--- src/gwr_pkg.sv ---
`default_nettype none

package gwr_pkg;

	// Configuration register indexes
	localparam logic [1:0] REG_CUTOFF = 2'd0;
	localparam logic [1:0] REG_SHIFT  = 2'd1;

	// Register reset values: 2019-04-06 and 1024 weeks
	localparam logic [15:0] CUTOFF_RESET = 16'd17992;
	localparam logic [13:0] SHIFT_RESET  = 14'd7168;

	// Day number of 2000-03-01, counted from 1970-01-01
	localparam logic [15:0] MAR_2000_DAY = 16'd11017;
	localparam logic [11:0] BASE_YEAR    = 12'd2000;

	// Year estimate: w * YEAR_RECIP >> RECIP_SHIFT approximates w / 365.2425
	localparam logic [11:0] YEAR_RECIP  = 12'd2871;
	localparam int          RECIP_SHIFT = 20;

	typedef struct packed {
		logic [11:0] year;
		logic [3:0]  month;
		logic [4:0]  day;
	} date_t;

	// Day number after the shift, relative to 2000-03-01, plus the raw date
	typedef struct packed {
		logic               shifted;
		logic signed [17:0] w;
		date_t              raw;
	} day_num_t;

	// Day of the March-based year on which month mp starts
	function automatic logic [8:0] month_offset(input logic [3:0] mp);
		logic [8:0] r;
		unique case (mp)
			4'd0:    r = 9'd0;
			4'd1:    r = 9'd31;
			4'd2:    r = 9'd61;
			4'd3:    r = 9'd92;
			4'd4:    r = 9'd122;
			4'd5:    r = 9'd153;
			4'd6:    r = 9'd184;
			4'd7:    r = 9'd214;
			4'd8:    r = 9'd245;
			4'd9:    r = 9'd275;
			4'd10:   r = 9'd306;
			4'd11:   r = 9'd337;
			4'd12:   r = 9'd367;
			default: r = 9'd0;
		endcase
		return r;
	endfunction

	// Days from 2000-03-01 to March 1 of year e of the era
	function automatic logic [15:0] year_start(input logic [7:0] e);
		logic [16:0] acc;
		acc = {9'd0, e} * 17'd365;
		acc = acc + {11'd0, e[7:2]};
		if (e >= 8'd100) begin
			acc = acc - 17'd1;
		end
		return acc[15:0];
	endfunction

endpackage

`default_nettype wire

--- src/gps_week_rollover_date_fix.sv ---
// GPS week rollover date fix.
// A receiver date (two-digit year meaning 20xx, month, day) is turned into a
// day number from 1970-01-01. If it lies before the cutoff register, the shift
// register is added and the day number goes back to year, month and day.
// Channels: a transaction is taken at a rising edge with start high and busy
// low; busy stays low, so one date can be taken every cycle. The result shows
// for one cycle with done high; the receiver cannot hold it off.
// Pipeline: a date passes through the input register, day number stage, year
// estimate stage, calendar split stage and output register. Throughput: one
// date per cycle; the constant reciprocal multiplies set the stage split.
// Configuration: cfg_index 0 is the cutoff day number, 1 the shift in days;
// other indexes are ignored. cfg_ready is always high. Write only while idle.
// Reset: clears the pipeline valid bits and loads the cutoff with 2019-04-06
// and the shift with 1024 weeks.
`default_nettype none

module gps_week_rollover_date_fix (
	input  wire logic        clk,
	input  wire logic        arst_n,
	input  wire logic        start,
	output logic             busy,
	input  wire logic [6:0]  year_in_century,
	input  wire logic [3:0]  month_in,
	input  wire logic [4:0]  day_in,
	input  wire logic        cfg_valid,
	output logic             cfg_ready,
	input  wire logic [1:0]  cfg_index,
	input  wire logic [15:0] cfg_data,
	output logic             done,
	output logic [11:0]      year_out,
	output logic [3:0]       month_out,
	output logic [4:0]       day_out,
	output logic             was_shifted,
	output logic [24:0]      date_code
);
	import gwr_pkg::*;

	logic [15:0] cutoff_q;
	logic [13:0] shift_q;
	logic        valid_s1;
	logic [6:0]  yic_s1;
	logic [3:0]  month_s1;
	logic [4:0]  day_s1;
	logic        valid_s2;
	day_num_t    num_s2;
	logic        valid_s4;
	logic        shifted_s4;
	date_t       date_s4;

	assign busy = 1'b0;
	assign cfg_ready = 1'b1;

	// Load configuration registers
	always_ff @(posedge clk or negedge arst_n) begin
		if (!arst_n) begin
			cutoff_q <= CUTOFF_RESET;
			shift_q <= SHIFT_RESET;
		end else if (cfg_valid && cfg_ready) begin
			unique case (cfg_index)
				REG_CUTOFF: cutoff_q <= cfg_data;
				REG_SHIFT:  shift_q <= cfg_data[13:0];
				default:    ;
			endcase
		end
	end

	// Capture the input transaction
	always_ff @(posedge clk or negedge arst_n) begin
		if (!arst_n) begin
			valid_s1 <= 1'b0;
		end else begin
			valid_s1 <= start && !busy;
		end
	end

	always_ff @(posedge clk) begin
		if (start && !busy) begin
			yic_s1 <= year_in_century;
			month_s1 <= month_in;
			day_s1 <= day_in;
		end
	end

	gwr_days u_days (
		.clk      (clk),
		.arst_n   (arst_n),
		.valid_s1 (valid_s1),
		.yic_s1   (yic_s1),
		.month_s1 (month_s1),
		.day_s1   (day_s1),
		.cutoff_q (cutoff_q),
		.shift_q  (shift_q),
		.valid_s2 (valid_s2),
		.num_s2   (num_s2)
	);

	gwr_civil u_civil (
		.clk        (clk),
		.arst_n     (arst_n),
		.valid_s2   (valid_s2),
		.num_s2     (num_s2),
		.valid_s4   (valid_s4),
		.shifted_s4 (shifted_s4),
		.date_s4    (date_s4)
	);

	gwr_pack u_pack (
		.clk         (clk),
		.arst_n      (arst_n),
		.valid_s4    (valid_s4),
		.shifted_s4  (shifted_s4),
		.date_s4     (date_s4),
		.done        (done),
		.year_out    (year_out),
		.month_out   (month_out),
		.day_out     (day_out),
		.was_shifted (was_shifted),
		.date_code   (date_code)
	);

endmodule

`default_nettype wire

--- src/gwr_days.sv ---
`default_nettype none

module gwr_days (
	input  wire logic             clk,
	input  wire logic             arst_n,
	input  wire logic             valid_s1,
	input  wire logic [6:0]       yic_s1,
	input  wire logic [3:0]       month_s1,
	input  wire logic [4:0]       day_s1,
	input  wire logic [15:0]      cutoff_q,
	input  wire logic [13:0]      shift_q,
	output logic                  valid_s2,
	output gwr_pkg::day_num_t     num_s2
);
	import gwr_pkg::*;

	logic signed [8:0]  y_adj;
	logic signed [17:0] yterm;
	logic [3:0]         mp;
	logic signed [17:0] sum;
	logic [15:0]        days;
	logic [16:0]        z;
	day_num_t           num_d;

	// Convert the civil date to a day number, compare and add the shift
	always_comb begin
		y_adj = $signed({2'b00, yic_s1}) - ((month_s1 <= 4'd2) ? 9'sd1 : 9'sd0);
		if (y_adj < 0) begin
			yterm = -18'sd366;
		end else begin
			yterm = $signed({2'b00, year_start(y_adj[7:0])});
		end
		mp = (month_s1 > 4'd2) ? (month_s1 - 4'd3) : (month_s1 + 4'd9);
		sum = yterm + $signed({2'b00, MAR_2000_DAY}) + $signed({9'd0, month_offset(mp)})
			+ $signed({13'd0, day_s1}) - 18'sd1;
		days = sum[15:0];
		z = {1'b0, days} + {3'd0, shift_q};
		num_d.shifted = (days < cutoff_q);
		num_d.w = $signed({1'b0, z}) - $signed({2'b00, MAR_2000_DAY});
		num_d.raw.year = BASE_YEAR + {5'd0, yic_s1};
		num_d.raw.month = month_s1;
		num_d.raw.day = day_s1;
	end

	always_ff @(posedge clk or negedge arst_n) begin
		if (!arst_n) begin
			valid_s2 <= 1'b0;
		end else begin
			valid_s2 <= valid_s1;
		end
	end

	always_ff @(posedge clk) begin
		num_s2 <= num_d;
	end

endmodule

`default_nettype wire

--- src/gwr_civil.sv ---
`default_nettype none

module gwr_civil (
	input  wire logic              clk,
	input  wire logic              arst_n,
	input  wire logic              valid_s2,
	input  wire gwr_pkg::day_num_t num_s2,
	output logic                   valid_s4,
	output logic                   shifted_s4,
	output gwr_pkg::date_t         date_s4
);
	import gwr_pkg::*;

	logic [15:0]       wn2;
	logic [27:0]       prod;
	logic              valid_s3;
	day_num_t          num_s3;
	logic [7:0]        e0_s3;

	logic [15:0]       wn;
	logic [15:0]       s_lo;
	logic [15:0]       s_mid;
	logic [15:0]       s_hi;
	logic [15:0]       diff;
	logic signed [17:0] wneg;
	logic signed [8:0] yoe;
	logic [8:0]        doy;
	logic [3:0]        mp;
	logic [8:0]        dom;
	logic [3:0]        mon;
	date_t             date_d;

	// Estimate the year of the era from the day count
	always_comb begin
		wn2 = num_s2.w[17] ? 16'd0 : num_s2.w[15:0];
		prod = {12'd0, wn2} * {16'd0, YEAR_RECIP};
	end

	always_ff @(posedge clk or negedge arst_n) begin
		if (!arst_n) begin
			valid_s3 <= 1'b0;
			valid_s4 <= 1'b0;
		end else begin
			valid_s3 <= valid_s2;
			valid_s4 <= valid_s3;
		end
	end

	always_ff @(posedge clk) begin
		num_s3 <= num_s2;
		e0_s3 <= prod[RECIP_SHIFT +: 8];
	end

	// Correct the estimate by one year, then split the day of year into month and day
	always_comb begin
		wn = num_s3.w[15:0];
		s_lo = year_start(e0_s3 - 8'd1);
		s_mid = year_start(e0_s3);
		s_hi = year_start(e0_s3 + 8'd1);
		wneg = num_s3.w + 18'sd366;
		priority if (num_s3.w[17]) begin
			// last year of the previous era: March 1999 to February 2000
			yoe = -9'sd1;
			diff = wneg[15:0];
		end else if (wn < s_mid) begin
			yoe = $signed({1'b0, e0_s3 - 8'd1});
			diff = wn - s_lo;
		end else if (wn >= s_hi) begin
			yoe = $signed({1'b0, e0_s3 + 8'd1});
			diff = wn - s_hi;
		end else begin
			yoe = $signed({1'b0, e0_s3});
			diff = wn - s_mid;
		end
		doy = diff[8:0];

		mp = 4'd0;
		for (int k = 1; k < 12; k++) begin
			if (doy >= month_offset(4'(k))) begin
				mp = 4'(k);
			end
		end
		dom = doy - month_offset(mp);
		mon = (mp < 4'd10) ? (mp + 4'd3) : (mp - 4'd9);

		date_d.month = mon;
		date_d.day = dom[4:0] + 5'd1;
		date_d.year = BASE_YEAR + {{3{yoe[8]}}, yoe} + ((mon <= 4'd2) ? 12'd1 : 12'd0);
		if (!num_s3.shifted) begin
			date_d = num_s3.raw;
		end
	end

	always_ff @(posedge clk) begin
		shifted_s4 <= num_s3.shifted;
		date_s4 <= date_d;
	end

endmodule

`default_nettype wire

--- src/gwr_pack.sv ---
`default_nettype none

module gwr_pack (
	input  wire logic           clk,
	input  wire logic           arst_n,
	input  wire logic           valid_s4,
	input  wire logic           shifted_s4,
	input  wire gwr_pkg::date_t date_s4,
	output logic                done,
	output logic [11:0]         year_out,
	output logic [3:0]          month_out,
	output logic [4:0]          day_out,
	output logic                was_shifted,
	output logic [24:0]         date_code
);
	import gwr_pkg::*;

	logic [24:0] code_d;

	// Pack the date as decimal YYYYMMDD
	always_comb begin
		code_d = {13'd0, date_s4.year} * 25'd10000 + {21'd0, date_s4.month} * 25'd100
			+ {20'd0, date_s4.day};
	end

	always_ff @(posedge clk or negedge arst_n) begin
		if (!arst_n) begin
			done <= 1'b0;
		end else begin
			done <= valid_s4;
		end
	end

	always_ff @(posedge clk) begin
		year_out <= date_s4.year;
		month_out <= date_s4.month;
		day_out <= date_s4.day;
		was_shifted <= shifted_s4;
		date_code <= code_d;
	end

endmodule

`default_nettype wire

--- config.mk ---
export PLATFORM = sky130hd
export DESIGN_NAME = gps_week_rollover_date_fix
export DESIGN_NICKNAME = d
export VERILOG_FILES = /design/src/gwr_pkg.sv /design/src/gps_week_rollover_date_fix.sv /design/src/gwr_days.sv /design/src/gwr_civil.sv /design/src/gwr_pack.sv
export SDC_FILE = /design/constraint.sdc
export NUM_CORES = 1
export LEC_CHECK = 0
export BUFFER_PORTS_ARGS = -buffer_cell sky130_fd_sc_hd__clkbuf_2
export CAP_MARGIN = 20
export CORE_MARGIN = 10
export CORE_UTILIZATION = 48
export CTS_BUF_LIST = sky130_fd_sc_hd__clkbuf_8
export CTS_CLUSTER_DIAMETER = 200
export DETAILED_ROUTE_END_ITERATION = 6
export PLACE_DENSITY_LB_ADDON = 0.05
export RECOVER_POWER = 100
export SLEW_MARGIN = 20
export SYNTH_ARGS = -nofsm -noshare
export SYNTH_HDL_FRONTEND = slang
export SYNTH_HIERARCHICAL = 1
export SYNTH_SLANG_ARGS = --single-unit
export TNS_END_PERCENT = 1
--- constraint.sdc ---
create_clock -name clk -period 29.6 [get_ports clk]
set_clock_uncertainty 0.05 [all_clocks]
set_input_delay 5.92 -clock clk [delete_from_list [all_inputs] [get_ports clk]]
set_output_delay 5.92 -clock clk [all_outputs]
set_load 0.02 [all_outputs]
; ---- Word-level counts from Yosys, hierarchy flattened
; Memories as Yosys holds them, arrays and structs flattened.
; Cells that the tools add are included.
[totals]
ff_bits = 208
latch_bits = 0
mem_bits_rw = 0
rom_bits = 288
in_bits = 38
output_inout_bits = 50
word_cells = 126
n_memories = 2
[classes]
n_addsub = 32
mul = 7
div_mod_pow = 0
magnitude_cmp = 23
eq_ne = 1
shift = 0
muxes = 28
n_bitwise = 0
reduce_logical = 3
[mem_list]
columns = memory, depth, width, read_ports, rd_clocked_by_memory_dff, wr, line
row1 = (name not given), 16, 9, 1, 0, 0, gwr_pkg.sv:37  ; unique case (mp)
row2 = (name not given), 16, 9, 1, 0, 0, gwr_pkg.sv:37
[ops]
columns = cell, count
row1 = $mux 16, 5
row2 = $add 16x6->16, 4
row3 = $mux 9, 6
row4 = $mul 8x9->16 const B, 3
row5 = $sub 16x1->16 const B, 3
row6 = $ge 9x8->1 const B, 4
row7 = $ge 8x7->1 const B, 4
row8 = $lt 16x16->1, 2
row9 = $mul 16x12->28 const B, 1
row10 = $ge 9x9->1 const B, 3
row11 = $sub 9x9->9, 3
row12 = $add 25x11->25, 1
row13 = $add 25x5->25, 1
row14 = $mux 4, 6
row15 = $mul 12x10->21 const B, 1
row16 = $mux 21, 1
row17 = $ge 9x7->1 const B, 2
row18 = $sub 17x14->18 const B, 1
row19 = $add 16x14->17, 1
row20 = $add 16x10->16, 1
row21 = $add 16x15->16 const B, 1
row22 = $ge 16x16->1, 1
row23 = $sub 16x2->16 const B, 1
row24 = $add 11x12->12 const A, 1
row25 = 29 further kinds, 37

; ---- Logic depth before layout (Yosys ltp)
; Gate-level depths: netlist (run 1).
[depth]
depth_word = 27
mapped_depth = 57
mapped_depth_nobuf = 55

; ---- Modules after synthesis
; The synthesis (run 1) kept the hierarchy.
[modules_own_cells]
columns = module, n_inst, cells_each, area_per_inst_um2, seq_area_each_um2
row1 = gwr_civil, 1, 1491, 13399.1, 1431.4
row2 = gwr_days, 1, 680, 5743.0, 785.8
row3 = gwr_pack, 1, 403, 3930.0, 925.9
row4 = gps_week_rollover_date_fix, 1, 85, 1671.6, 1266.2

; ---- Worst setup path before layout (run 1)
; Ideal clock, no wire load.
[synth_timing]
kind = reg2reg
startpoint = reg u_civil.e0_s3[0]
endpoint = reg u_civil/date_s4[15] (netlist name)
setup_ps = 70
t_arrival_ps = 11963
setup_slack_ps = 17517
stages_incl_launch_ff = 53
synth_period_minus_slack_ps = 12083
path_cell_list = dfxtp_1 -> buf_2 -> inv_1 -> ha_1 -> xnor2_1 -> xnor2_1 -> ha_1 -> ha_1 -> inv_1 -> fa_1 -> inv_1 -> ha_1 -> inv_1 -> fa_1 -> nor2b_1 -> o21ai_0 -> a21boi_0 -> o21ai_0 -> [... 17 more ...] -> o2111a_1 -> o31a_1 -> xnor2_1 -> xnor3_1 -> or3_4 -> a21oi_4 -> or2_2 -> inv_1 -> ha_1 -> nor2b_1 -> or3b_2 -> a221oi_1 -> ha_1 -> ha_1 -> a31oi_1 -> or2_2 -> xor2_1 -> a21oi_1
[synth_lines]
columns = item, line
row1 = from (decl), gwr_civil.sv:18  ; logic [7:0] e0_s3;
row2 = from (signal assigned), gwr_civil.sv:51  ; e0_s3 <= prod[RECIP_SHIFT +: 8];

==> results of run 1 <==
## stage by stage
| step | cell area [sq um] | util | worst slack, ns | std cells |
|---|---|---|---|---|
| after global placement | 25780 | 0.5046 | 16.74 | 3381 |
| final | 26430 | 0.5173 | 16.29 | 3446 |
| after detailed placement | 25780 | 0.5046 | 16.23 | 3381 |
| after global routing | 26430 | 0.5173 | 14.84 | 3446 |
| after floorplan | 24690 | - | 17.52 | 2652 |
| after CTS | 26560 | 0.5198 | 16.26 | 3446 |
## area by class of cell
| class | count | share of cell area |
|---|---|---|
| tap | 680 | 0.03219 |
| clock inverter | 23 | 0.007479 |
| multi-input combinational | 1856 | 0.6791 |
| clock buffer | 42 | 0.02187 |
| timing repair buffer | 90 | 0.01477 |
| sequential | 202 | 0.1661 |
| inverter | 553 | 0.07853 |
## routing by layer
metal | vias to the layer above | GRT usage | part of all wire
li1 | 8984 | - | -
met1 | 8614 | 0.2459 | 0.48
met2 | 226 | 0.3206 | 0.48
met3 | 47 | 0.02277 | 0.032
met4 | 0 | 0.03825 | 0.016
met5 | - | 0 | 0
## critical path: cells and delay by family (launching register included)
kind,cells,cell delay [ns]
AOI/OAI and AO/OA,15,3.65
xor gates and xnor gates,4,0.86
adders and majority gates,12,3.72
buffers and inverters,4,0.50
DFF,1,0.70
and+or+nand+nor,15,3.65
## registers in the layout, indices dropped and copies added (netlist names), 4 cells and up
signal	count
u_civil/num_s3	39
u_days/num_s2	37
u_pack/date_code	23
u_civil/date_s4	21
cutoff_q	16
shift_q	14
u_pack/year_out	12
u_civil/e0_s3	8
yic_s1	7
day_s1	5
u_pack/day_out	5
month_s1	4
u_pack/month_out	4
## worst paths after layout
kind | from | to
worst max-delay path | u_civil/e0_s3[1]$_DFF_P_ | u_civil/date_s4[15]$_DFF_P_
worst min-delay path | u_days/num_s2[1]$_DFF_P_ | u_civil/num_s3[1]$_DFF_P_
worst max register to register | u_civil/e0_s3[1]$_DFF_P_ | u_civil/date_s4[15]$_DFF_P_
worst min register to register | u_days/num_s2[1]$_DFF_P_ | u_civil/num_s3[1]$_DFF_P_
max in group asynchronous | arst_n | shift_q[1]$_DFFE_PN0P_
min in group asynchronous | arst_n | u_civil/valid_s3$_DFF_PN0_
==> results_dict.tcl, run 1 <==
set metrics [dict create \
    drc_errors 0 \
    detail_route.wirelength_um 55220 \
    std_cell_rows 83 \
    outcome "finished, violations left" \
    final_layout_worst_hold_slack_ns 0.2347 \
    tritoncts.num_buffers 37 \
    portBuffers 85 \
    start_util 0.4832 \
    routabilityCongestion 0.8651 \
    register_area_sq_mm 0.004389 \
    timing.critical_path.slowest_stage_cell "sky130_fd_sc_hd__dfxtp_1" \
    cpMostUsedCell "sky130_fd_sc_hd__ha_1" \
    failing_checks "capacitance limit, slew limit" \
    first_global_vias 18580 \
    postCtsResizedCells 0 \
    synth_nets 3380 \
    post_route_cells_drive_above_1_share 0.06941 \
    worst_setup_hold_path_clk_slew_ns 0.06 \
    syn-instance-count 2652 \
    tns_ns 0 \
    drt_first_pass_iters 5 \
    min_path_cells 0 \
    number_of_antenna_violations_at_the_first_check_in_global_routing 2 \
    timing.fmax_mhz 75.11 \
    die_h_um 246.8 \
    antenna_cells_inserted 0 \
    period_needed_ns 13.31 \
    wl_per_cell_um 16.02 \
    slew_viol_final 53 \
    critPathRequiredTime_ns 29.96 \
    cts_hold_repair.buffers 0 \
    postRouteAntennaNets 0 \
    final_common_cell "sky130_fd_sc_hd__inv_1" \
    critPathMaxFanout 19 \
    number_of_vias_per_cell 5.186 \
    clockRootBuffer "sky130_fd_sc_hd__clkbuf_8" \
    die_width_um 246.8 \
    synth.cell_area_sq_mm 0.02469 \
    io-pin-count 88 \
    avgSynthCellArea_sq_um 9.309 \
    timing.final.hold_violations 0 \
    rsz0062_at_grt "false" \
    finalCritPeriodShare 0.4498 \
    globalRouteTotalUtil 0.1860 \
    post-cts-setup-buffer-count 0 \
    areaGrowthSynthToFinish_pct 7.060 \
    setup.worst_path.end_class "flop" \
    placeableCoreArea_sq_mm 0.05109 \
    die_area_sq_mm 0.06091 \
    r2r_slack_ns 16.29 \
    grt_max_degree 36 \
    pin_slew_with_the_least_headroom_to_its_limit_ns 2.303 \
    crit_path_max_incr_delay_ns 0.70 \
    dp_hpwl_um 46960 \
    cp_data_arrival_time_ns 13.67 \
    timing.reg2reg.worst_path_depth 50 \
    cap_violations 2 \
    layout.cells.most_common_list "sky130_fd_sc_hd__inv_1 (564), sky130_fd_sc_hd__ha_1 (497), sky130_fd_sc_hd__fa_1 (193)" \
    synth_warnings 6 \
    nNetsFinal 3468 \
    clk-insertion-delay-late_ns 0.60 \
    cts.sink_count 202 \
    clock_tree.buffer_depth 3 \
    cts_tree "built" \
    setup-violations-final 0 \
    multi_input_comb_area_sq_mm 0.01795 \
    detail_route.iter0.violations 663 \
    route.vias.total 17870 \
    timing.max_slew.rel_slack -0.5388 \
    cts_max_level 2 \
    globalRouteOverflowTotal 0 \
    startpoint_type_of_the_worst_setup_path "flop" \
    fillers 4908 \
    grt_pass1_wl_um 92690 \
    timing.setup.critical_path_class "flop to flop" \
    min_path_type "flop to flop" \
]
Power of run 1 is not shown: default switching activity piles up to over one toggle a cycle in this logic, so the estimate is an artifact.
==> run 2, diff against run 1 <==
--- a/config.mk
+++ b/config.mk
@@ -5,6 +5,7 @@
 export SDC_FILE = /design/constraint.sdc
 export NUM_CORES = 1
 export LEC_CHECK = 0
+export ABC_AREA = 1
 export BUFFER_PORTS_ARGS = -buffer_cell sky130_fd_sc_hd__clkbuf_2
 export CAP_MARGIN = 20
 export CORE_MARGIN = 10
==> constraint.sdc (replaced) <==
create_clock -name clk -period 13.55 [get_ports clk]
set_clock_uncertainty 0.05 [all_clocks]
set_input_delay 2.71 -clock clk [delete_from_list [all_inputs] [get_ports clk]]
set_output_delay 2.71 -clock clk [all_outputs]
set_load 0.02 [all_outputs]
==> run 2 against run 1 <==
The flow still finishes with violations (capacitance limit, slew limit); cell area rose by 2.6%; count of clock-buffer cells in the layout rose by 5; setup slack got worse by 15 ns; worst hold slack better by 0.022 ns; first-iteration DRC count rose by 19%; sequential cell count unchanged; non-clock buffer count fell by 1; area after synthesis increased by 2.5%; utilization rose by 0.057 points; critical path type unchanged.
==> results_dict.tcl, run 2 <==
set metrics [dict create \
    outcome "finished, violations left" \
    failing_checks "capacitance limit, slew limit" \
    clk-insertion-delay-late_ns 0.62 \
    timing.max_slew.rel_slack -0.2421 \
    setup-violations-final 0 \
    start_util 0.4834 \
    crit_path_max_incr_delay_ns 0.77 \
    timing.critical_path.slowest_stage_cell "sky130_fd_sc_hd__ha_1" \
    post_route_cells_drive_above_1_share 0.05957 \
    number_of_vias_per_cell 4.923 \
    postRouteAntennaNets 0 \
    synth_nets 3906 \
    detail_route.iter0.violations 788 \
    io-pin-count 88 \
    cts.sink_count 202 \
    rsz0062_at_grt "false" \
    cap_violations 1 \
    pin_slew_with_the_least_headroom_to_its_limit_ns 1.863 \
    grt-busiest-layer "met2" \
    layout.cells.most_common_list "sky130_fd_sc_hd__inv_1 (763), sky130_fd_sc_hd__nand2_1 (578), sky130_fd_sc_hd__ha_1 (497)" \
    route.vias.total 19670 \
    syn-instance-count 3178 \
    std_cell_rows 84 \
    synth_warnings 6 \
    nNetsFinal 4005 \
    critPathRequiredTime_ns 13.99 \
    postCtsResizedCells 0 \
    grt_pass1_wl_um 97840 \
    critPathMaxFanout 24 \
    globalRouteTotalUtil 0.1868 \
    period_needed_ns 12.38 \
    min_path_type "flop to flop" \
    clock_tree.buffer_depth 3 \
    cp_data_arrival_time_ns 12.81 \
    finalCritPeriodShare 0.9134 \
    globalRouteOverflowTotal 0 \
    dp_hpwl_um 49700 \
    startpoint_type_of_the_worst_setup_path "flop" \
    antenna_cells_inserted 0 \
    grt_max_degree 36 \
    die_width_um 249.6 \
    portBuffers 85 \
    timing.final.hold_violations 0 \
    r2r_slack_ns 1.17 \
    first_global_vias 20070 \
    avgSynthCellArea_sq_um 7.962 \
    final_layout_worst_hold_slack_ns 0.2567 \
    tns_ns 0 \
    gr-usage-met2 0.3152 \
    largest_register "u_civil/num_s3" \
    wl_per_cell_um 14.49 \
    die_area_sq_mm 0.06230 \
    cts_tree "built" \
    largestRegisters "u_civil/num_s3: 39 flops, u_days/num_s2: 37 flops, u_pack/date_code: 23 flops" \
    post-cts-setup-buffer-count 0 \
    routabilityCongestion 0.9167 \
    worst_setup_hold_path_clk_slew_ns 0.06 \
    areaGrowthSynthToFinish_pct 7.126 \
    timing.fmax_mhz 80.80 \
    grtUsageMet1 0.2461 \
    cpMostUsedCell "sky130_fd_sc_hd__nand2_1" \
    timing.critical_path.buf_inv 14 \
    number_of_antenna_violations_at_the_first_check_in_global_routing 1 \
    placeableCoreArea_sq_mm 0.05234 \
    cts_max_level 2 \
    setup.worst_path.end_class "flop" \
    tritoncts.num_buffers 39 \
    final_common_cell "sky130_fd_sc_hd__inv_1" \
    slew_viol_final 36 \
    drt_first_pass_iters 5 \
    timing.setup.critical_path_class "flop to flop" \
    largest_register_ffs 39 \
    cts_hold_repair.buffers 0 \
    gr-usage-met3 0.02466 \
    synth.cell_area_sq_mm 0.02530 \
    detail_route.wirelength_um 57900 \
    clockRootBuffer "sky130_fd_sc_hd__clkbuf_8" \
    die_h_um 249.6 \
    drc_errors 0 \
    critPathTopFamily "adder cells" \
]
==> run 2: changes by cell type in the layout (fill, tap and decap cells not counted), moves of 24 or more <==
| cell | previous run | this run |
|---|---|---|
| sky130_fd_sc_hd__nand2_1 | 101 | 578 |
| sky130_fd_sc_hd__inv_1 | 564 | 763 |
| sky130_fd_sc_hd__nand3_1 | 43 | 146 |
| sky130_fd_sc_hd__xnor2_1 | 130 | 55 |
| sky130_fd_sc_hd__a21oi_1 | 84 | 146 |
| sky130_fd_sc_hd__nand2b_1 | 45 | 0 |
| sky130_fd_sc_hd__a21o_1 | 48 | 5 |
| sky130_fd_sc_hd__nand4_1 | 11 | 53 |
| sky130_fd_sc_hd__mux2_2 | 39 | 0 |
| sky130_fd_sc_hd__xor2_1 | 59 | 90 |
| sky130_fd_sc_hd__nor2b_1 | 24 | 0 |
| sky130_fd_sc_hd__nor3_1 | 42 | 18 |
==> run 2: final timing paths <==
| kind | from | endpoint | cells after the start |
|---|---|---|---|
| min in group asynchronous | arst_n | u_pack/done$_DFF_PN0_ | 1 |
| max in group asynchronous | arst_n | cutoff_q[8]$_DFFE_PN0P_ | 1 |
| hold reg to reg | u_days/num_s2[19]$_DFF_P_ | u_civil/num_s3[19]$_DFF_P_ | 0 |
| hold / removal | u_days/num_s2[19]$_DFF_P_ | u_civil/num_s3[19]$_DFF_P_ | 0 |
| setup / recovery | u_civil/e0_s3[0]$_DFF_P_ | u_civil/date_s4[4]$_DFF_P_ | 71 |
| setup reg to reg | u_civil/e0_s3[0]$_DFF_P_ | u_civil/date_s4[4]$_DFF_P_ | 71 |
==> run 2: metal layers <==
layer | vias to the layer above | routed length [um]
met1 | 9158 | 28010
met5 | - | 0
met4 | 0 | 1299
met3 | 73 | 1629
li1 | 10200 | -
met2 | 241 | 26960
==> run 2: cell type report <==
cell class | instances | area, sq um
clock buffers | 47 | 646.9
clock inverters | 24 | 173.9
fillers | 5245 | 25230
inverters | 766 | 2875
multi-input cells | 2179 | 17770
flip-flops and latches | 202 | 4389
well taps | 688 | 860.8
repair buffers | 89 | 390.4
==> run 2: through the flow <==
step | utilization | setup slack [ns] | std cells | area [sq um]
after floorplan | - | 2.693 | 3178 | 25300
after global placement | 0.5048 | 1.414 | 3924 | 26420
after detailed placement | 0.5048 | 1.184 | 3924 | 26420
after CTS | 0.5205 | 1.158 | 3995 | 27240
after global routing | 0.5179 | 0.02516 | 3995 | 27110
final | 0.5179 | 1.173 | 3995 | 27110
Power of run 2 is left out for the same reason.
==> run 3, diff against run 2 <==
--- a/config.mk
+++ b/config.mk
@@ -15,6 +15,7 @@
 export DETAILED_ROUTE_END_ITERATION = 6
 export PLACE_DENSITY_LB_ADDON = 0.05
 export RECOVER_POWER = 100
+export REMOVE_ABC_BUFFERS = 1
 export SLEW_MARGIN = 20
 export SYNTH_ARGS = -nofsm -noshare
 export SYNTH_HDL_FRONTEND = slang
==> run 3 against run 2 <==
The run still ends with capacitance limit, slew limit left; utilization is essentially flat; non-clock buffer count grew 2; register-to-register slack better by 0.30 ns; routed wire length grew 0.23%; sequential cell count stayed put; cell count is essentially flat; count of clock-buffer cells in the layout is the same; worst hold slack improved by 0.017 ns; setup slack better by 0.30 ns; die area did not move; cell area is essentially flat; critical endpoint unchanged; largest cell class unchanged.
==> results_dict.tcl, run 3 (synthesis results as in run 2) <==
set metrics [dict create \
    outcome "finished, violations left" \
    failing_checks "capacitance limit, slew limit" \
    io-pin-count 88 \
    timing.reg2reg.worst_path_depth 69 \
    postRouteAntennaNets 0 \
    largestRegisters "u_civil/num_s3: 39 flops, u_days/num_s2: 37 flops, u_pack/date_code: 23 flops" \
    setup.worst_path.end_class "flop" \
    post_route_cells_drive_above_1_share 0.05952 \
    post-place-cells 3926 \
    final_common_cell "sky130_fd_sc_hd__inv_1" \
    post-cts-setup-buffer-count 0 \
    antenna_cells_inserted 0 \
    cts_max_level 2 \
    grt_max_degree 36 \
    register_area_sq_mm 0.004389 \
    portBuffers 85 \
    hold_path_endpoint "u_civil/num_s3[5]$_DFF_P_" \
    r2r-end "u_civil/date_s4[4]$_DFF_P_" \
    nNetsFinal 4007 \
    number_of_vias_per_cell 4.945 \
    critPathMaxFanout 24 \
    tritoncts.num_buffers 39 \
    drc_errors 0 \
    first_global_vias 20170 \
    cts_hold_repair.buffers 0 \
    routabilityCongestion 0.9070 \
    startpoint_type_of_the_worst_setup_path "flop" \
    largest_register "u_civil/num_s3" \
    final_cells 3998 \
    cap_violations 1 \
    cp_data_arrival_time_ns 12.50 \
    crit_path_max_incr_delay_ns 0.60 \
    globalRouteOverflowTotal 0 \
    cpMostUsedCell "sky130_fd_sc_hd__nand2_1" \
    slew_viol_final 36 \
    timing.critical_path.slowest_stage_cell "sky130_fd_sc_hd__ha_1" \
    timing.final.hold_violations 0 \
    die_h_um 249.6 \
    multi_input_comb_area_sq_mm 0.01776 \
    period_needed_ns 12.08 \
    min-delay-start "u_days/num_s2[5]$_DFF_P_" \
    layout.cells.most_common_list "sky130_fd_sc_hd__inv_1 (764), sky130_fd_sc_hd__nand2_1 (578), sky130_fd_sc_hd__ha_1 (497)" \
    finalCritPeriodShare 0.8914 \
    timing.max_slew.rel_slack -0.2383 \
    globalRouteTotalUtil 0.1880 \
    min_path_cells 0 \
    fillers 5223 \
    areaGrowthSynthToFinish_pct 7.106 \
    clock_tree.buffer_depth 3 \
    drt_first_pass_iters 5 \
    rr_startpoint "u_civil/e0_s3[0]$_DFF_P_" \
    cts_tree "built" \
    detail_route.wirelength_um 58030 \
    tns_ns 0 \
    critPathRequiredTime_ns 13.97 \
    min_path_type "flop to flop" \
    wl_per_cell_um 14.52 \
    grt_pass1_wl_um 98410 \
    die_width_um 249.6 \
    dp_hpwl_um 49630 \
    postCtsResizedCells 0 \
    number_of_antenna_violations_at_the_first_check_in_global_routing 0 \
    clk-insertion-delay-late_ns 0.60 \
    setup-violations-final 0 \
    route.vias.total 19770 \
    pin_slew_with_the_least_headroom_to_its_limit_ns 1.857 \
    r2r_slack_ns 1.47 \
    std_cell_rows 84 \
    worst_setup_hold_path_clk_slew_ns 0.07 \
    timing.fmax_mhz 82.79 \
    largest_register_ffs 39 \
    die_area_sq_mm 0.06230 \
    start_util 0.4834 \
    timing.setup.critical_path_class "flop to flop" \
    cts.sink_count 202 \
    final_layout_worst_hold_slack_ns 0.2738 \
    placeableCoreArea_sq_mm 0.05234 \
    clockRootBuffer "sky130_fd_sc_hd__clkbuf_8" \
    detail_route.iter0.violations 760 \
    rsz0062_at_grt "false" \
]
-- run 3: area by class of cell --
type / instances / share of cell area
inverters: 766 / 0.1061
multi-input cells: 2179 / 0.6554
clock inverters: 25 / 0.005956
clock buffers: 47 / 0.02387
well taps: 688 / 0.03176
repair buffers: 91 / 0.01496
flip-flops and latches: 202 / 0.1620
-- run 3: per-layer routing --
layer	track usage	routed length (um)
met5	0	0
met4	0.04710	1012
met3	0.02197	1611
met2	0.3200	27410
met1	0.2487	28000
-- run 3: how the worst max path moves through the flow --
stage | startpoint | endpoint | slack, ns
2_1_floorplan | u_civil/e0_s3[0]$_DFF_P_ | u_civil/date_s4[4]$_DFF_P_ | 2.56
3_3_place_gp | u_civil/e0_s3[1]$_DFF_P_ | u_civil/date_s4[4]$_DFF_P_ | 1.56
3_5_place_dp | u_civil/e0_s3[1]$_DFF_P_ | u_civil/date_s4[4]$_DFF_P_ | 1.42
4_1_cts | u_civil/e0_s3[0]$_DFF_P_ | u_civil/date_s4[4]$_DFF_P_ | 1.45
5_1_grt | u_civil/e0_s3[1]$_DFF_P_ | u_civil/date_s4[4]$_DFF_P_ | 0.14
6_report | u_civil/e0_s3[0]$_DFF_P_ | u_civil/date_s4[4]$_DFF_P_ | 1.47
-- run 3: worst max-delay path: cells and delay by family (launching register included) --
| family | cells | cell delay (ns) |
|---|---|---|
| simple gates | 31 | 3.04 |
| buf+inv | 11 | 1.19 |
| fa+ha+maj | 11 | 4.17 |
| flops | 1 | 0.43 |
| compound gates | 10 | 1.57 |
| xor+xnor | 6 | 1.48 |
-- run 3: metrics by stage --
step                  util  area (sq um)  worst slack (ns)
floorplan                -         25110             2.555
global placement    0.5051         26440             1.559
detailed placement  0.5051         26440             1.419
CTS                 0.5205         27240             1.446
global route        0.5178         27100            0.1359
finish              0.5178         27100             1.472
Power of run 3 is left out for the same reason.
